$ cat src/rtl/rmq_pkg.sv
`timescale 1ns / 1ps
`default_nettype none
// ----------------------------------------------------------------------------
// rmq_pkg
// Shared constants and types for the rotation matrix to quaternion pipeline.
// ----------------------------------------------------------------------------
package rmq_pkg;

   localparam int DATA_WIDTH_DEF = 16;
   localparam int FRAC_BITS_DEF  = 14;

   // Which quaternion component takes the half root; the others take the
   // three scaled off-diagonal terms.
   typedef enum logic [1:0] {
      SEL_W,
      SEL_X,
      SEL_Y,
      SEL_Z
   } sel_type;

endpackage
`default_nettype wire

$ cat src/rtl/rmq_front.sv
`timescale 1ns / 1ps
`default_nettype none
// ----------------------------------------------------------------------------
// rmq_front
// Two stages: trace and case selection, then root argument and the three
// off-diagonal terms.
// ----------------------------------------------------------------------------
module rmq_front #(
   parameter int DATA_WIDTH = rmq_pkg::DATA_WIDTH_DEF,
   parameter int FRAC_BITS  = rmq_pkg::FRAC_BITS_DEF,
   localparam int MaxWidth  = (DATA_WIDTH > FRAC_BITS) ? DATA_WIDTH : FRAC_BITS,
   localparam int ArgWidth  = MaxWidth + 2
) (
   input  wire logic                         clock,
   input  wire logic                         reset,
   input  wire logic                         en,
   input  wire logic                         in_valid,
   input  wire logic signed [DATA_WIDTH-1:0] r00,
   input  wire logic signed [DATA_WIDTH-1:0] r01,
   input  wire logic signed [DATA_WIDTH-1:0] r02,
   input  wire logic signed [DATA_WIDTH-1:0] r10,
   input  wire logic signed [DATA_WIDTH-1:0] r11,
   input  wire logic signed [DATA_WIDTH-1:0] r12,
   input  wire logic signed [DATA_WIDTH-1:0] r20,
   input  wire logic signed [DATA_WIDTH-1:0] r21,
   input  wire logic signed [DATA_WIDTH-1:0] r22,
   output logic                              out_valid,
   output logic [ArgWidth-1:0]               out_arg,
   output logic signed [DATA_WIDTH:0]        out_d0,
   output logic signed [DATA_WIDTH:0]        out_d1,
   output logic signed [DATA_WIDTH:0]        out_d2,
   output rmq_pkg::sel_type                  out_sel
);
   import rmq_pkg::*;

   localparam int TrW  = DATA_WIDTH + 2;
   localparam int SumW = ArgWidth + 1;

   function automatic logic signed [DATA_WIDTH:0] dif(
      input logic signed [DATA_WIDTH-1:0] a,
      input logic signed [DATA_WIDTH-1:0] b
   );
      return (DATA_WIDTH+1)'(a) - (DATA_WIDTH+1)'(b);
   endfunction

   function automatic logic signed [DATA_WIDTH:0] add(
      input logic signed [DATA_WIDTH-1:0] a,
      input logic signed [DATA_WIDTH-1:0] b
   );
      return (DATA_WIDTH+1)'(a) + (DATA_WIDTH+1)'(b);
   endfunction

   // Stage A
   logic                         vld_a_ff;
   logic signed [DATA_WIDTH-1:0] e_ff [9];
   logic signed [TrW-1:0]        trace_in, trace_ff;
   sel_type                      sel_in, sel_ff;
   logic                         row1, row2;
   logic signed [DATA_WIDTH-1:0] dmax;

   always_comb begin
      trace_in = TrW'(r00) + TrW'(r11) + TrW'(r22);
      row1     = r00 < r11;
      dmax     = row1 ? r11 : r00;
      row2     = dmax < r22;
      priority if (trace_in > 0) begin
         sel_in = SEL_W;
      end else if (row2) begin
         sel_in = SEL_Z;
      end else if (row1) begin
         sel_in = SEL_Y;
      end else begin
         sel_in = SEL_X;
      end
   end

   always_ff @(posedge clock) begin
      if (reset) begin
         vld_a_ff <= 1'b0;
      end else if (en) begin
         vld_a_ff <= in_valid;
      end
   end

   always_ff @(posedge clock) begin
      if (en) begin
         e_ff[0]  <= r00;
         e_ff[1]  <= r01;
         e_ff[2]  <= r02;
         e_ff[3]  <= r10;
         e_ff[4]  <= r11;
         e_ff[5]  <= r12;
         e_ff[6]  <= r20;
         e_ff[7]  <= r21;
         e_ff[8]  <= r22;
         trace_ff <= trace_in;
         sel_ff   <= sel_in;
      end
   end

   // Stage B
   logic signed [SumW-1:0]   base, arg_full;
   logic [ArgWidth-1:0]      arg_in, arg_ff;
   logic signed [DATA_WIDTH:0] d0_in, d1_in, d2_in, d0_ff, d1_ff, d2_ff;
   logic                     vld_b_ff;
   sel_type                  selb_ff;

   always_comb begin
      unique case (sel_ff)
         SEL_W: begin
            base  = SumW'(trace_ff);
            d0_in = dif(e_ff[5], e_ff[7]);
            d1_in = dif(e_ff[6], e_ff[2]);
            d2_in = dif(e_ff[1], e_ff[3]);
         end
         SEL_X: begin
            base  = SumW'(e_ff[0]) - SumW'(e_ff[4]) - SumW'(e_ff[8]);
            d0_in = dif(e_ff[5], e_ff[7]);
            d1_in = add(e_ff[1], e_ff[3]);
            d2_in = add(e_ff[2], e_ff[6]);
         end
         SEL_Y: begin
            base  = SumW'(e_ff[4]) - SumW'(e_ff[8]) - SumW'(e_ff[0]);
            d0_in = dif(e_ff[6], e_ff[2]);
            d1_in = add(e_ff[5], e_ff[7]);
            d2_in = add(e_ff[3], e_ff[1]);
         end
         SEL_Z: begin
            base  = SumW'(e_ff[8]) - SumW'(e_ff[0]) - SumW'(e_ff[4]);
            d0_in = dif(e_ff[1], e_ff[3]);
            d1_in = add(e_ff[6], e_ff[2]);
            d2_in = add(e_ff[7], e_ff[5]);
         end
         default: begin
            base  = '0;
            d0_in = '0;
            d1_in = '0;
            d2_in = '0;
         end
      endcase
      arg_full = base + (SumW'(1) << FRAC_BITS);
      // A negative argument only comes from a matrix that is not a rotation.
      arg_in   = arg_full[SumW-1] ? '0 : arg_full[ArgWidth-1:0];
   end

   always_ff @(posedge clock) begin
      if (reset) begin
         vld_b_ff <= 1'b0;
      end else if (en) begin
         vld_b_ff <= vld_a_ff;
      end
   end

   always_ff @(posedge clock) begin
      if (en) begin
         arg_ff  <= arg_in;
         d0_ff   <= d0_in;
         d1_ff   <= d1_in;
         d2_ff   <= d2_in;
         selb_ff <= sel_ff;
      end
   end

   assign out_valid = vld_b_ff;
   assign out_arg   = arg_ff;
   assign out_d0    = d0_ff;
   assign out_d1    = d1_ff;
   assign out_d2    = d2_ff;
   assign out_sel   = selb_ff;

endmodule
`default_nettype wire

$ cat config.mk
export PLATFORM = sky130hd
export DESIGN_NAME = rmq_front
export DESIGN_NICKNAME = d
export VERILOG_FILES = /design/src/rtl/rmq_pkg.sv /design/src/rtl/rmq_front.sv
export SDC_FILE = /design/constraint.sdc
export NUM_CORES = 1
export LEC_CHECK = 0
export BUFFER_PORTS_ARGS = -buffer_cell sky130_fd_sc_hd__buf_2
export CAP_MARGIN = 0
export CORE_UTILIZATION = 40
export CTS_CLUSTER_SIZE = 16
export DETAILED_ROUTE_END_ITERATION = 8
export PLACE_DENSITY = 0.6
export SLEW_MARGIN = 30
export SYNTH_ARGS = -nofsm -noshare
export SYNTH_HDL_FRONTEND = slang
export SYNTH_SLANG_ARGS = --single-unit
$ cat constraint.sdc
create_clock -name clock -period 7.8 [get_ports clock]
set_input_delay 0.78 -clock clock [delete_from_list [all_inputs] [get_ports clock]]
set_output_delay 0.78 -clock clock [all_outputs]
set_load 0.1 [all_outputs]
==> run_summary.xml, run 1 <==
<?xml version="1.0" encoding="UTF-8"?>
<metrics>
  <group name="clock_tree">
    <metric name="h-tree-depth" unit="">1</metric>
    <metric name="cts.root.buffer_cell" unit="">clkbuf_16</metric>
    <metric name="clock_transition_time_at_the_flip_flop_clock_pins_of_the_worst_setup_and_hold_paths" unit="ps">60</metric>
    <metric name="post_cts_buffers" unit="">0</metric>
    <metric name="tritoncts_num_sinks" unit="">237</metric>
    <metric name="cts_hold_fix_bufs" unit="">0</metric>
    <metric name="clock_latency" unit="ps">570</metric>
    <metric name="ctsResizeCount" unit="">0</metric>
    <metric name="cts_buffer_count" unit="">30</metric>
    <metric name="cts_max_path_buffers" unit="">3</metric>
    <metric name="cts_tree" unit="">done</metric>
  </group>
  <group name="synth">
    <metric name="synth_top_cells_by_area" unit="">edfxtp_1 37%, ha_1 13%, fa_1 7.5%</metric>
    <metric name="synth-seq-cells" unit="">237</metric>
    <metric name="yosys.area.top_type_share" unit="%">37.5</metric>
    <metric name="ffs_w_async_s_r_synth" unit="%">0</metric>
    <metric name="yosysSeqAreaShare" unit="%">37.7</metric>
    <metric name="most_instantiated_cells_after_synthesis" unit="">235 x edfxtp_1, 195 x ha_1, 187 x inv_1</metric>
    <metric name="synth.most_common_cell" unit="">edfxtp_1</metric>
    <metric name="yosysWarningCount" unit="">0</metric>
    <metric name="synth_nets" unit="">2182</metric>
    <metric name="synth_largest_area_cell" unit="">edfxtp_1</metric>
    <metric name="syn-instance-count" unit="">1768</metric>
    <metric name="synth.avg_cell_area" unit="um2">10.7</metric>
    <metric name="netlist_area_before_placement" unit="um2">18800</metric>
    <metric name="netlist-cell-type-count" unit="">88</metric>
    <metric name="synth_enable_flop_cells" unit="">235</metric>
    <metric name="ys_dominant_reg_cell" unit="">edfxtp_1</metric>
  </group>
  <group name="timing">
    <metric name="layout_min_cycle_time" unit="ps">4710</metric>
    <metric name="pin_slew_with_the_least_headroom_to_its_limit" unit="ps">852</metric>
    <metric name="worst_slew_margin_rel" unit="%">41.8</metric>
    <metric name="min_hold_slack" unit="ps">376</metric>
    <metric name="setup_viol" unit="">0</metric>
    <metric name="finalCritPeriodShare" unit="%">60.4</metric>
    <metric name="report.final.slew_viol_count" unit="">0</metric>
    <metric name="grt_setup_unrepaired" unit="">false</metric>
    <metric name="clock_skew" unit="ps">23.5</metric>
    <metric name="fin_tns_setup" unit="ps">0</metric>
    <metric name="achievable-frequency" unit="MHz">212</metric>
    <metric name="report.final.hold_viol_count" unit="">0</metric>
  </group>
  <group name="grt">
    <metric name="gr-total-overflow" unit="">0</metric>
    <metric name="grt_start_max_net_pins" unit="">119</metric>
    <metric name="grt.total_usage" unit="%">20.5</metric>
    <metric name="grt_pass1_vias" unit="">14140</metric>
    <metric name="initial_antenna_violation_count" unit="">6</metric>
    <metric name="grt_first_pass_wirelength" unit="um">76200</metric>
  </group>
  <group name="detailed_routing">
    <metric name="drt-vias-per-instance" unit="">5.40</metric>
    <metric name="route.vias.total" unit="">14088</metric>
    <metric name="wl" unit="um">49200</metric>
    <metric name="detail_route.iter0.violations" unit="">791</metric>
    <metric name="drcViolationCount" unit="">0</metric>
    <metric name="drt_pre_antenna_iters" unit="">5</metric>
    <metric name="avgRoutedWirePerCell" unit="um">18.9</metric>
    <metric name="drt.antenna.violating_nets" unit="">0</metric>
  </group>
  <group name="setup_path">
    <metric name="end_kind" unit="">register</metric>
    <metric name="worst_setup_path_start_kind" unit="">register</metric>
    <metric name="crit-reg2reg-launch" unit="">e_ff[4][2]</metric>
    <metric name="path_buf_inv" unit="">1</metric>
    <metric name="critical_path_arrival" unit="ps">5000</metric>
    <metric name="reg2regPathDepth" unit="">13</metric>
    <metric name="critPathRequiredTime" unit="ps">8090</metric>
    <metric name="cpPeakStageDelay" unit="ps">600</metric>
    <metric name="critPathKind" unit="">reg2reg</metric>
    <metric name="cell_family_with_most_cp_delay" unit="">compound AO/OA/AOI/OAI gates</metric>
    <metric name="cp_max_fo" unit="">16</metric>
    <metric name="worst_path_max_delay_cell" unit="">a31oi_4</metric>
    <metric name="worstReg2RegEnd" unit="">out_arg[5]</metric>
    <metric name="timing.reg2reg.setup_slack" unit="ps">3090</metric>
    <metric name="critical_path.cell_chain" unit="">inv_1, fa_1, ha_1, a211o_1, o211ai_2, a21oi_2, o41ai_2, o21ai_0, xor2_1, mux4_2, ha_1, a31oi_4, nor2_1</metric>
    <metric name="critPathMostFrequentCell" unit="">ha_1</metric>
  </group>
  <group name="layout">
    <metric name="areaGrowthSynthToFinish" unit="%">14.5</metric>
    <metric name="layout-drive-gt1-share" unit="%">17.5</metric>
    <metric name="fillers" unit="">4359</metric>
    <metric name="final_nets" unit="">2389</metric>
  </group>
  <group name="die">
    <metric name="initial_cell_density_of_the_core" unit="%">40.5</metric>
    <metric name="fp.dieArea" unit="um2">48000</metric>
    <metric name="core" unit="um2">46500</metric>
    <metric name="die_h" unit="um">219</metric>
    <metric name="die_w" unit="um">219</metric>
    <metric name="top_level_ports" unit="">220</metric>
    <metric name="rows" unit="">79</metric>
  </group>
  <group name="hold_path">
    <metric name="timing.hold.worst_path_depth" unit="">2</metric>
    <metric name="hold_path_class" unit="">in2reg</metric>
    <metric name="whs_endpoint" unit="">vld_a_ff</metric>
    <metric name="timing.hold.worst.start" unit="">reset</metric>
  </group>
  <group name="placed_design">
    <metric name="gp_routability_congestion" unit="">0.878</metric>
    <metric name="place.port_buffers" unit="">219</metric>
    <metric name="detailedPlacementHpwl" unit="um">38200</metric>
  </group>
  <group name="power_and_ir_drop">
    <metric name="leakage" unit="nW">9.27</metric>
    <metric name="vdd.ir_drop.worst" unit="V">0.000302</metric>
    <metric name="cellPowerDensity" unit="nW/um2">296</metric>
  </group>
  <group name="flow_run">
    <metric name="maxCapViolations" unit="">0</metric>
  </group>
  <group name="run_status">
    <metric name="run_status" unit="">finished, final reports clean</metric>
  </group>
</metrics>
-- sequential cells by signal, summed over array words and instances, names as in the netlist, 2 cells and up --
name / flops
trace_ff: 18
out_d0: 17
e_ff: 144
sel_ff: 2
out_arg: 18
out_sel: 2
out_d1: 17
out_d2: 17
-- cell type report --
| type | count | area [um2] | area share (%) |
|---|---|---|---|
| inverters | 188 | 706 | 3.27 |
| multi-input cells | 1290 | 10800 | 50.2 |
| clock buffers | 35 | 791 | 3.67 |
| repair buffers | 228 | 1180 | 5.46 |
| clock inverters | 20 | 205 | 0.952 |
| well taps | 607 | 759 | 3.52 |
| diodes | 4 | 10.0 | 0.0464 |
| flip-flops and latches | 237 | 7100 | 32.9 |
-- worst max path at each step --
stage | end | cells after the start | from
final | out_arg[5] | 13 | e_ff[4][2]
after global routing | sel_ff[0] | 20 | r11[1]
after CTS | out_arg[5] | 13 | e_ff[4][2]
after detailed placement | sel_ff[1] | 20 | r11[1]
after global placement | sel_ff[1] | 20 | r11[1]
after floorplan | sel_ff[0] | 21 | r11[1]
-- per-stage QoR --
stage / util (%) / power, mW / setup slack (ps) / instance area (um2) / cells
finish: 46.4 / 6.38 / 3090 / 21600 / 2609
global route: 46.4 / 6.76 / 2810 / 21600 / 2605
CTS: 46.4 / 6.44 / 3080 / 21500 / 2605
detailed placement: 44.2 / 5.00 / 2510 / 20600 / 2550
global placement: 44.2 / 4.96 / 2510 / 20600 / 2550
floorplan: - / 4.29 / 3150 / 18800 / 1768
-- cell families (layout without fill, tap and decap cells) --
logic type,Yosys count,count (layout),synth area share [%]
flops,237,237,37.7
compound gates,454,454,16.8
xor+xnor,118,118,5.49
buf+inv,241,471,4.87
fa+ha+maj,266,266,20.5
other cells,0,4,0
mux,59,59,4.64
simple gates,393,393,10.1
-- layout by cell type, fill, tap and decap left out, types with 9 or more instances in the layout --
master,instances
a2111oi_0,9
a211o_1,10
a211oi_1,27
a21o_1,40
a21oi_1,121
a31oi_1,14
and3_1,16
buf_2,218
clkbuf_16,31
edfxtp_1,235
fa_1,71
ha_1,195
inv_1,187
mux2_2,17
mux2i_1,21
mux4_2,21
nand2_1,83
nand2b_1,26
nand3_1,17
nor2_1,135
nor2b_1,24
nor3_1,32
o211ai_1,16
o21a_1,26
o21ai_0,75
o21bai_1,12
o31ai_1,10
or3_1,21
xnor2_1,79
xor2_1,39
-- worst register-to-register path, cell delays in order (launching register included) --
cell,delay [ps]
edfxtp_1,430
inv_1,150
fa_1,500
ha_1,400
a211o_1,330
o211ai_2,130
a21oi_2,120
o41ai_2,460
o21ai_0,210
xor2_1,170
mux4_2,500
ha_1,280
a31oi_4,600
nor2_1,130
-- per-layer routing --
| metal | wire [um] | share of wire [%] | global-route usage, % | up-vias |
|---|---|---|---|---|
| met3 | 2930 | 5.9 | 3.53 | 86 |
| li1 | - | - | - | 6819 |
| met1 | 21700 | 44 | 26.6 | 6784 |
| met4 | 1570 | 3.2 | 7.13 | 4 |
| met2 | 23100 | 47 | 34.4 | 395 |
| met5 | 23 | 0.047 | 0 | - |
-- report_power, final --
group / internal [mW] / switching, mW / leakage (nW)
clock: 0.853 / 0.549 / 0.487
sequential: 1.69 / 0.112 / 2.32
combinational: 1.03 / 2.15 / 6.46
Power figures use the tool's default switching activity.
==> run 2, diff against run 1 <==
--- a/config.mk
+++ b/config.mk
@@ -5,6 +5,7 @@
 export SDC_FILE = /design/constraint.sdc
 export NUM_CORES = 1
 export LEC_CHECK = 0
+export ABC_AREA = 1
 export BUFFER_PORTS_ARGS = -buffer_cell sky130_fd_sc_hd__buf_2
 export CAP_MARGIN = 0
 export CORE_UTILIZATION = 40
==> constraint.sdc (replaced) <==
create_clock -name clock -period 4.5 [get_ports clock]
set_input_delay 0.45 -clock clock [delete_from_list [all_inputs] [get_ports clock]]
set_output_delay 0.45 -clock clock [all_outputs]
set_load 0.1 [all_outputs]
==> run 2 against run 1 <==
Net effect:
- via count up 4.6%
- hold slack worse by 320 ps
- synthesized cell count up 14%
- sequential cell count unchanged
- synthesized area down 2.1%
- first-iteration DRC count down 0.13%
- register-to-register slack worse by 2500 ps
- non-clock buffer count up 6
- count of clock-buffer cells in the layout down 4
- critical path type unchanged
==> run_summary.xml, run 2 <==
<?xml version="1.0" encoding="UTF-8"?>
<metrics>
  <group name="setup_path">
    <metric name="path_buf_inv" unit="">3</metric>
    <metric name="worst_setup_path_start_kind" unit="">register</metric>
    <metric name="cpPeakStageDelay" unit="ps">490</metric>
    <metric name="cell_family_with_most_cp_delay" unit="">compound AO/OA/AOI/OAI gates</metric>
    <metric name="cp_max_fo" unit="">16</metric>
    <metric name="end_kind" unit="">register</metric>
    <metric name="timing.reg2reg.setup_slack" unit="ps">600</metric>
    <metric name="critical_path.cell_chain" unit="">inv_1, fa_1, ha_1, a21oi_1, nand2_1, nand2_1, nand2_1, a21oi_1, inv_1, nand3_1, a21oi_1, o22ai_1, nor2_1, a21oi_2, ha_1, nand3_2, nand2_2, inv_4, a21oi_1</metric>
    <metric name="worst_path_max_delay_cell" unit="">fa_1</metric>
    <metric name="critPathRequiredTime" unit="ps">4920</metric>
    <metric name="crit-reg2reg-launch" unit="">e_ff[4][3]</metric>
    <metric name="critical_path_arrival" unit="ps">4320</metric>
    <metric name="critPathKind" unit="">reg2reg</metric>
    <metric name="reg2regPathDepth" unit="">19</metric>
    <metric name="critPathMostFrequentCell" unit="">a21oi_1</metric>
    <metric name="worstReg2RegEnd" unit="">out_arg[0]</metric>
  </group>
  <group name="power_and_ir_drop">
    <metric name="vdd.ir_drop.worst" unit="V">0.000434</metric>
    <metric name="cellPowerDensity" unit="nW/um2">501</metric>
    <metric name="leakage" unit="nW">9.82</metric>
  </group>
  <group name="synth">
    <metric name="yosysSeqAreaShare" unit="%">38.5</metric>
    <metric name="synth.most_common_cell" unit="">nand2_1</metric>
    <metric name="synth_top_cells_by_area" unit="">edfxtp_1 38%, ha_1 13%, fa_1 7.7%</metric>
    <metric name="synth.avg_cell_area" unit="um2">9.12</metric>
    <metric name="netlist_area_before_placement" unit="um2">18400</metric>
    <metric name="netlist-cell-type-count" unit="">60</metric>
    <metric name="ys_dominant_reg_cell" unit="">edfxtp_1</metric>
    <metric name="synth_nets" unit="">2436</metric>
    <metric name="synth_enable_flop_cells" unit="">235</metric>
    <metric name="yosysWarningCount" unit="">0</metric>
    <metric name="synth-seq-cells" unit="">237</metric>
    <metric name="yosys.area.top_type_share" unit="%">38.3</metric>
    <metric name="ffs_w_async_s_r_synth" unit="%">0</metric>
    <metric name="most_instantiated_cells_after_synthesis" unit="">377 x nand2_1, 286 x inv_1, 235 x edfxtp_1</metric>
    <metric name="syn-instance-count" unit="">2022</metric>
    <metric name="synth_largest_area_cell" unit="">edfxtp_1</metric>
  </group>
  <group name="detailed_routing">
    <metric name="detail_route.iter0.violations" unit="">790</metric>
    <metric name="route.vias.total" unit="">14736</metric>
    <metric name="avgRoutedWirePerCell" unit="um">18.0</metric>
    <metric name="drt-vias-per-instance" unit="">5.15</metric>
    <metric name="drt_pre_antenna_iters" unit="">5</metric>
    <metric name="wl" unit="um">51600</metric>
    <metric name="drt.antenna.violating_nets" unit="">0</metric>
    <metric name="drcViolationCount" unit="">0</metric>
  </group>
  <group name="timing">
    <metric name="report.final.hold_viol_count" unit="">0</metric>
    <metric name="worst_slack" unit="ps">601</metric>
    <metric name="fin_tns_setup" unit="ps">0</metric>
    <metric name="grt_setup_unrepaired" unit="">false</metric>
    <metric name="report.final.slew_viol_count" unit="">0</metric>
    <metric name="layout_min_cycle_time" unit="ps">3900</metric>
    <metric name="pin_slew_with_the_least_headroom_to_its_limit" unit="ps">763</metric>
    <metric name="clock_skew" unit="ps">11.8</metric>
    <metric name="setup_viol" unit="">0</metric>
    <metric name="achievable-frequency" unit="MHz">256</metric>
    <metric name="min_hold_slack" unit="ps">60.5</metric>
    <metric name="finalCritPeriodShare" unit="%">86.7</metric>
    <metric name="worst_slew_margin_rel" unit="%">49.1</metric>
  </group>
  <group name="die">
    <metric name="die_h" unit="um">217</metric>
    <metric name="fp.dieArea" unit="um2">47000</metric>
    <metric name="initial_cell_density_of_the_core" unit="%">40.6</metric>
    <metric name="core" unit="um2">45400</metric>
    <metric name="rows" unit="">78</metric>
    <metric name="top_level_ports" unit="">220</metric>
    <metric name="die_w" unit="um">217</metric>
  </group>
  <group name="hold_path">
    <metric name="timing.hold.worst.start" unit="">r01[5]</metric>
    <metric name="timing.hold.worst_path_depth" unit="">1</metric>
    <metric name="hold_path_class" unit="">in2reg</metric>
    <metric name="whs_endpoint" unit="">e_ff[1][5]</metric>
  </group>
  <group name="placed_design">
    <metric name="place.port_buffers" unit="">219</metric>
    <metric name="gp_routability_congestion" unit="">0.957</metric>
    <metric name="pre_cts_setup_slack" unit="ps">577</metric>
    <metric name="detailedPlacementHpwl" unit="um">41500</metric>
    <metric name="place.detailed.instances" unit="">2808</metric>
  </group>
  <group name="grt">
    <metric name="gr-total-overflow" unit="">0</metric>
    <metric name="grt_start_max_net_pins" unit="">129</metric>
    <metric name="initial_antenna_violation_count" unit="">1</metric>
    <metric name="grt_use_met1" unit="%">26.9</metric>
    <metric name="groute.layer.met3.usage" unit="%">2.13</metric>
    <metric name="grt_first_pass_wirelength" unit="um">79800</metric>
    <metric name="groute.layer.met2.usage" unit="%">40.1</metric>
    <metric name="grt_pass1_vias" unit="">15159</metric>
    <metric name="grt_busiest_layer" unit="">met2</metric>
    <metric name="grt.total_usage" unit="%">21.9</metric>
  </group>
  <group name="clock_tree">
    <metric name="cts_hold_fix_bufs" unit="">0</metric>
    <metric name="cts_max_path_buffers" unit="">3</metric>
    <metric name="tritoncts_num_sinks" unit="">237</metric>
    <metric name="h-tree-depth" unit="">1</metric>
    <metric name="cts.root.buffer_cell" unit="">clkbuf_16</metric>
    <metric name="ctsResizeCount" unit="">0</metric>
    <metric name="clock_transition_time_at_the_flip_flop_clock_pins_of_the_worst_setup_and_hold_paths" unit="ps">60</metric>
    <metric name="clock_latency" unit="ps">560</metric>
    <metric name="cts_tree" unit="">done</metric>
    <metric name="post_cts_buffers" unit="">0</metric>
    <metric name="cts_buffer_count" unit="">29</metric>
  </group>
  <group name="layout">
    <metric name="layout.core_utilization" unit="%">46.8</metric>
    <metric name="largest_register_ff_count" unit="">144</metric>
    <metric name="post_layout_nonfiller_instances" unit="">2863</metric>
    <metric name="areaGrowthSynthToFinish" unit="%">15.1</metric>
    <metric name="largest_register" unit="">e_ff</metric>
    <metric name="final_nets" unit="">2654</metric>
    <metric name="layout.cells.most_common_list" unit="">377 x nand2_1, 286 x inv_1, 235 x edfxtp_1, 218 x buf_2, 195 x ha_1</metric>
    <metric name="layout-drive-gt1-share" unit="%">15.6</metric>
    <metric name="final_common_cell" unit="">nand2_1</metric>
  </group>
  <group name="flow_run">
    <metric name="maxCapViolations" unit="">0</metric>
  </group>
  <group name="run_status">
    <metric name="run_status" unit="">finished, final reports clean</metric>
  </group>
</metrics>
-- run 2: changes by cell type in the layout (fill, tap and decap cells not counted), sizes merged, moves of 22 or more --
cell,before,now
a21o,40,9
nand3,17,146
nor3,33,10
inv,190,299
a21oi,123,194
nand2,83,383
nand2b,26,0
nor2,135,110
nor2b,24,0
xnor2,79,9
o21a,26,4
xor2,39,64
-- run 2: report_power, final --
| group | internal (mW) | total, mW | switching (mW) |
|---|---|---|---|
| Sequential | 2.91 | 3.11 | 0.200 |
| Combinational | 1.40 | 5.17 | 3.77 |
| Clock | 1.37 | 2.34 | 0.971 |
-- run 2: metrics by stage --
step | power (mW) | area (um2)
4_1_cts | 10.7 | 21200
2_1_floorplan | 7.04 | 18400
3_5_place_dp | 8.31 | 20200
3_3_place_gp | 8.27 | 20200
5_1_grt | 11.3 | 21200
6_report | 10.6 | 21200
-- run 2: cell type report --
class / instances / area, um2
Antenna cell: 1 / 2.50
Clock buffer: 31 / 733
Clock inverter: 22 / 233
Fill cell: 4346 / 24200
Inverter: 297 / 1120
Multi-Input combinational cell: 1441 / 10000
Sequential cell: 237 / 7100
Tap cell: 600 / 751
Timing Repair Buffer: 234 / 1260
-- run 2: worst register-to-register path: stages, from the launching register on --
cell and delay (ps):
edfxtp_1 430, inv_1 140, fa_1 490, ha_1 380
a21oi_1 150, nand2_1 90, nand2_1 80, nand2_1 60
a21oi_1 210, inv_1 100, nand3_1 100, a21oi_1 90
o22ai_1 310, nor2_1 100, a21oi_2 260, ha_1 260
nand3_2 110, nand2_2 90, inv_4 130, a21oi_1 180
-- run 2: worst max-delay path by stage --
stage,startpoint,end,depth (start not counted)
floorplan,e_ff[4][2],out_arg[5],23
global placement,r11[1],sel_ff[1],27
detailed placement,r11[1],sel_ff[1],27
CTS,e_ff[4][2],out_arg[0],19
global route,e_ff[4][2],out_arg[0],19
finish,e_ff[4][3],out_arg[0],19
-- run 2: routing by layer --
metal	vias up	wire, um
met5	-	0
met1	6933	22000
met3	81	2230
met2	370	25800
met4	0	1560
li1	7352	-
-- run 2: logic make-up after synthesis --
logic type,Yosys count,share of synthesized area [%]
buffers and inverters,344,7.20
adders and majority gates,266,20.9
AOI/OAI and AO/OA,405,13.4
xor gates and xnor gates,73,3.47
DFF,237,38.5
and+or+nand+nor,697,16.6
==> run 3, diff against run 2 <==
==> constraint.sdc (replaced) <==
create_clock -name clock -period 5.05 [get_ports clock]
set_input_delay 0.505 -clock clock [delete_from_list [all_inputs] [get_ports clock]]
set_output_delay 0.505 -clock clock [all_outputs]
set_load 0.1 [all_outputs]
==> run 3 against run 2 <==
Net effect:
- clock skew grew 2.9 ps
- via count shrank 0.79%
- clock power shrank 5%
- combinational power shrank 10%
- final area is essentially flat
- sequential share of layout area is essentially flat
- critical path type unchanged
- largest cell class unchanged
==> run_summary.xml, run 3 (synthesis results as in run 2) <==
<?xml version="1.0" encoding="UTF-8"?>
<metrics>
  <group name="clock_tree">
    <metric name="post_cts_buffers" unit="">0</metric>
    <metric name="cts_tree" unit="">done</metric>
    <metric name="tritoncts_num_sinks" unit="">237</metric>
    <metric name="cts_max_path_buffers" unit="">3</metric>
    <metric name="cts.root.buffer_cell" unit="">clkbuf_16</metric>
    <metric name="cts_hold_fix_bufs" unit="">0</metric>
    <metric name="clock_transition_time_at_the_flip_flop_clock_pins_of_the_worst_setup_and_hold_paths" unit="ps">60</metric>
    <metric name="clock_latency" unit="ps">570</metric>
    <metric name="cts_buffer_count" unit="">28</metric>
    <metric name="h-tree-depth" unit="">1</metric>
    <metric name="ctsResizeCount" unit="">0</metric>
  </group>
  <group name="flow_run">
    <metric name="maxCapViolations" unit="">0</metric>
  </group>
  <group name="placed_design">
    <metric name="place.detailed.instances" unit="">2806</metric>
    <metric name="detailedPlacementHpwl" unit="um">41900</metric>
    <metric name="pre_cts_setup_slack" unit="ps">763</metric>
    <metric name="postPlaceCellArea" unit="um2">20200</metric>
    <metric name="place.port_buffers" unit="">219</metric>
    <metric name="gp_routability_congestion" unit="">0.915</metric>
  </group>
  <group name="grt">
    <metric name="grt_first_pass_wirelength" unit="um">80300</metric>
    <metric name="initial_antenna_violation_count" unit="">1</metric>
    <metric name="grt.total_usage" unit="%">22.2</metric>
    <metric name="grt_start_max_net_pins" unit="">109</metric>
    <metric name="grt_pass1_vias" unit="">15010</metric>
    <metric name="gr-total-overflow" unit="">0</metric>
  </group>
  <group name="hold_path">
    <metric name="whs_endpoint" unit="">out_valid</metric>
    <metric name="timing.hold.worst.start" unit="">reset</metric>
    <metric name="timing.hold.worst_path_depth" unit="">2</metric>
    <metric name="hold_path_class" unit="">in2reg</metric>
  </group>
  <group name="die">
    <metric name="die_w" unit="um">217</metric>
    <metric name="die_h" unit="um">217</metric>
    <metric name="fp.dieArea" unit="um2">47000</metric>
    <metric name="rows" unit="">78</metric>
    <metric name="core" unit="um2">45400</metric>
    <metric name="initial_cell_density_of_the_core" unit="%">40.6</metric>
    <metric name="top_level_ports" unit="">220</metric>
  </group>
  <group name="layout">
    <metric name="final-seq-area" unit="um2">7100</metric>
    <metric name="final_common_cell" unit="">nand2_1</metric>
    <metric name="antenna_cells" unit="">0</metric>
    <metric name="areaGrowthSynthToFinish" unit="%">15.0</metric>
    <metric name="layout-drive-gt1-share" unit="%">15.3</metric>
    <metric name="fin_area" unit="um2">21200</metric>
    <metric name="largest_register" unit="">e_ff</metric>
    <metric name="post_layout_nonfiller_instances" unit="">2857</metric>
    <metric name="fillers" unit="">4322</metric>
    <metric name="largest_register_ff_count" unit="">144</metric>
    <metric name="layout.cells.most_common_list" unit="">376 x nand2_1, 286 x inv_1, 235 x edfxtp_1, 218 x buf_2, 195 x ha_1</metric>
    <metric name="multiInputGateArea" unit="um2">10000</metric>
    <metric name="final_nets" unit="">2650</metric>
  </group>
  <group name="timing">
    <metric name="fin_tns_setup" unit="ps">0</metric>
    <metric name="grt_setup_unrepaired" unit="">false</metric>
    <metric name="pin_slew_with_the_least_headroom_to_its_limit" unit="ps">839</metric>
    <metric name="layout_min_cycle_time" unit="ps">3910</metric>
    <metric name="worst_slew_margin_rel" unit="%">44.0</metric>
    <metric name="report.final.hold_viol_count" unit="">0</metric>
    <metric name="achievable-frequency" unit="MHz">256</metric>
    <metric name="clock_skew" unit="ps">14.7</metric>
    <metric name="finalCritPeriodShare" unit="%">77.5</metric>
    <metric name="report.final.slew_viol_count" unit="">0</metric>
    <metric name="setup_viol" unit="">0</metric>
    <metric name="worst_slack" unit="ps">1140</metric>
  </group>
  <group name="setup_path">
    <metric name="critPathRequiredTime" unit="ps">5470</metric>
    <metric name="worstReg2RegEnd" unit="">out_arg[0]</metric>
    <metric name="critPathKind" unit="">reg2reg</metric>
    <metric name="reg2regPathDepth" unit="">15</metric>
    <metric name="worst_setup_path_start_kind" unit="">register</metric>
    <metric name="end_kind" unit="">register</metric>
    <metric name="crit-reg2reg-launch" unit="">e_ff[4][9]</metric>
    <metric name="timing.reg2reg.setup_slack" unit="ps">1140</metric>
    <metric name="critical_path_arrival" unit="ps">4330</metric>
    <metric name="cp_max_fo" unit="">16</metric>
    <metric name="timing.critical_path.from" unit="">e_ff[4][9]</metric>
  </group>
  <group name="detailed_routing">
    <metric name="drt.antenna.violating_nets" unit="">0</metric>
    <metric name="route.vias.total" unit="">14619</metric>
    <metric name="detail_route.iter0.violations" unit="">752</metric>
    <metric name="drt-vias-per-instance" unit="">5.12</metric>
    <metric name="wl" unit="um">52300</metric>
    <metric name="avgRoutedWirePerCell" unit="um">18.3</metric>
    <metric name="drcViolationCount" unit="">0</metric>
    <metric name="drt_pre_antenna_iters" unit="">5</metric>
  </group>
  <group name="power_and_ir_drop">
    <metric name="vdd.ir_drop.worst" unit="V">0.000439</metric>
    <metric name="cellPowerDensity" unit="nW/um2">454</metric>
    <metric name="leakage" unit="nW">9.82</metric>
  </group>
  <group name="run_status">
    <metric name="run_status" unit="">finished, final reports clean</metric>
  </group>
</metrics>
run 3: cell types whose count changed in the layout (fill, tap and decap cells not counted), sizes merged:
| cell | previous run | this run |
|---|---|---|
| buf | 234 | 231 |
| bufinv | 3 | 7 |
| clkinv | 14 | 12 |
| clkinvlp | 3 | 1 |
| diode | 1 | 0 |
| inv | 299 | 297 |
run 3: how the worst max path moves through the flow:
stage / end / slack [ps] / depth (start not counted)
finish: out_arg[0] / 1140 / 15
global route: out_arg[0] / 800 / 15
CTS: out_arg[0] / 1100 / 19
detailed placement: sel_ff[1] / 760 / 22
global placement: sel_ff[1] / 840 / 22
floorplan: out_arg[5] / 1700 / 23
run 3: routing by layer:
metal / part of all wire (%) / GRT usage [%] / vias up
li1: - / - / 7326
met1: 42 / 27.1 / 6834
met2: 50 / 40.4 / 376
met3: 5.1 / 2.58 / 81
met4: 2.9 / 7.21 / 2
met5: 0.025 / 0 / -
run 3: area by class of cell:
class                   instances  area share [%]
clock buffers                  31            3.46
well taps                     600            3.54
inverters                     297            5.27
clock inverters                20            1.32
multi-input cells            1441            47.3
repair buffers                231            5.70
flip-flops and latches        237            33.4
run 3: critical path, cell delays in order, from the launching register on:
cell	delay, ps
edfxtp_1	460
inv_1	150
fa_1	510
ha_1	400
a21oi_1	260
o21ai_0	130
a211oi_1	290
a21oi_1	120
o22ai_1	290
nor2_1	90
a21oi_2	280
ha_1	260
nand3_2	100
nand2_2	80
inv_4	130
a21oi_1	170
run 3: where the power goes:
part | internal [mW] | switching, mW
Clock | 1.40 | 0.838
Combinational | 1.24 | 3.39
Sequential | 2.60 | 0.167
Total | 5.24 | 4.39
run 3: through the flow:
step | hold WS, ps | util (%) | total power [mW]
2_1_floorplan | 424 | - | 6.27
3_5_place_dp | 455 | 44.5 | 7.41
5_1_grt | 82.4 | 46.8 | 10.2
3_3_place_gp | 437 | 44.5 | 7.38
6_report | 108 | 46.8 | 9.63
4_1_cts | 71.9 | 46.7 | 9.69
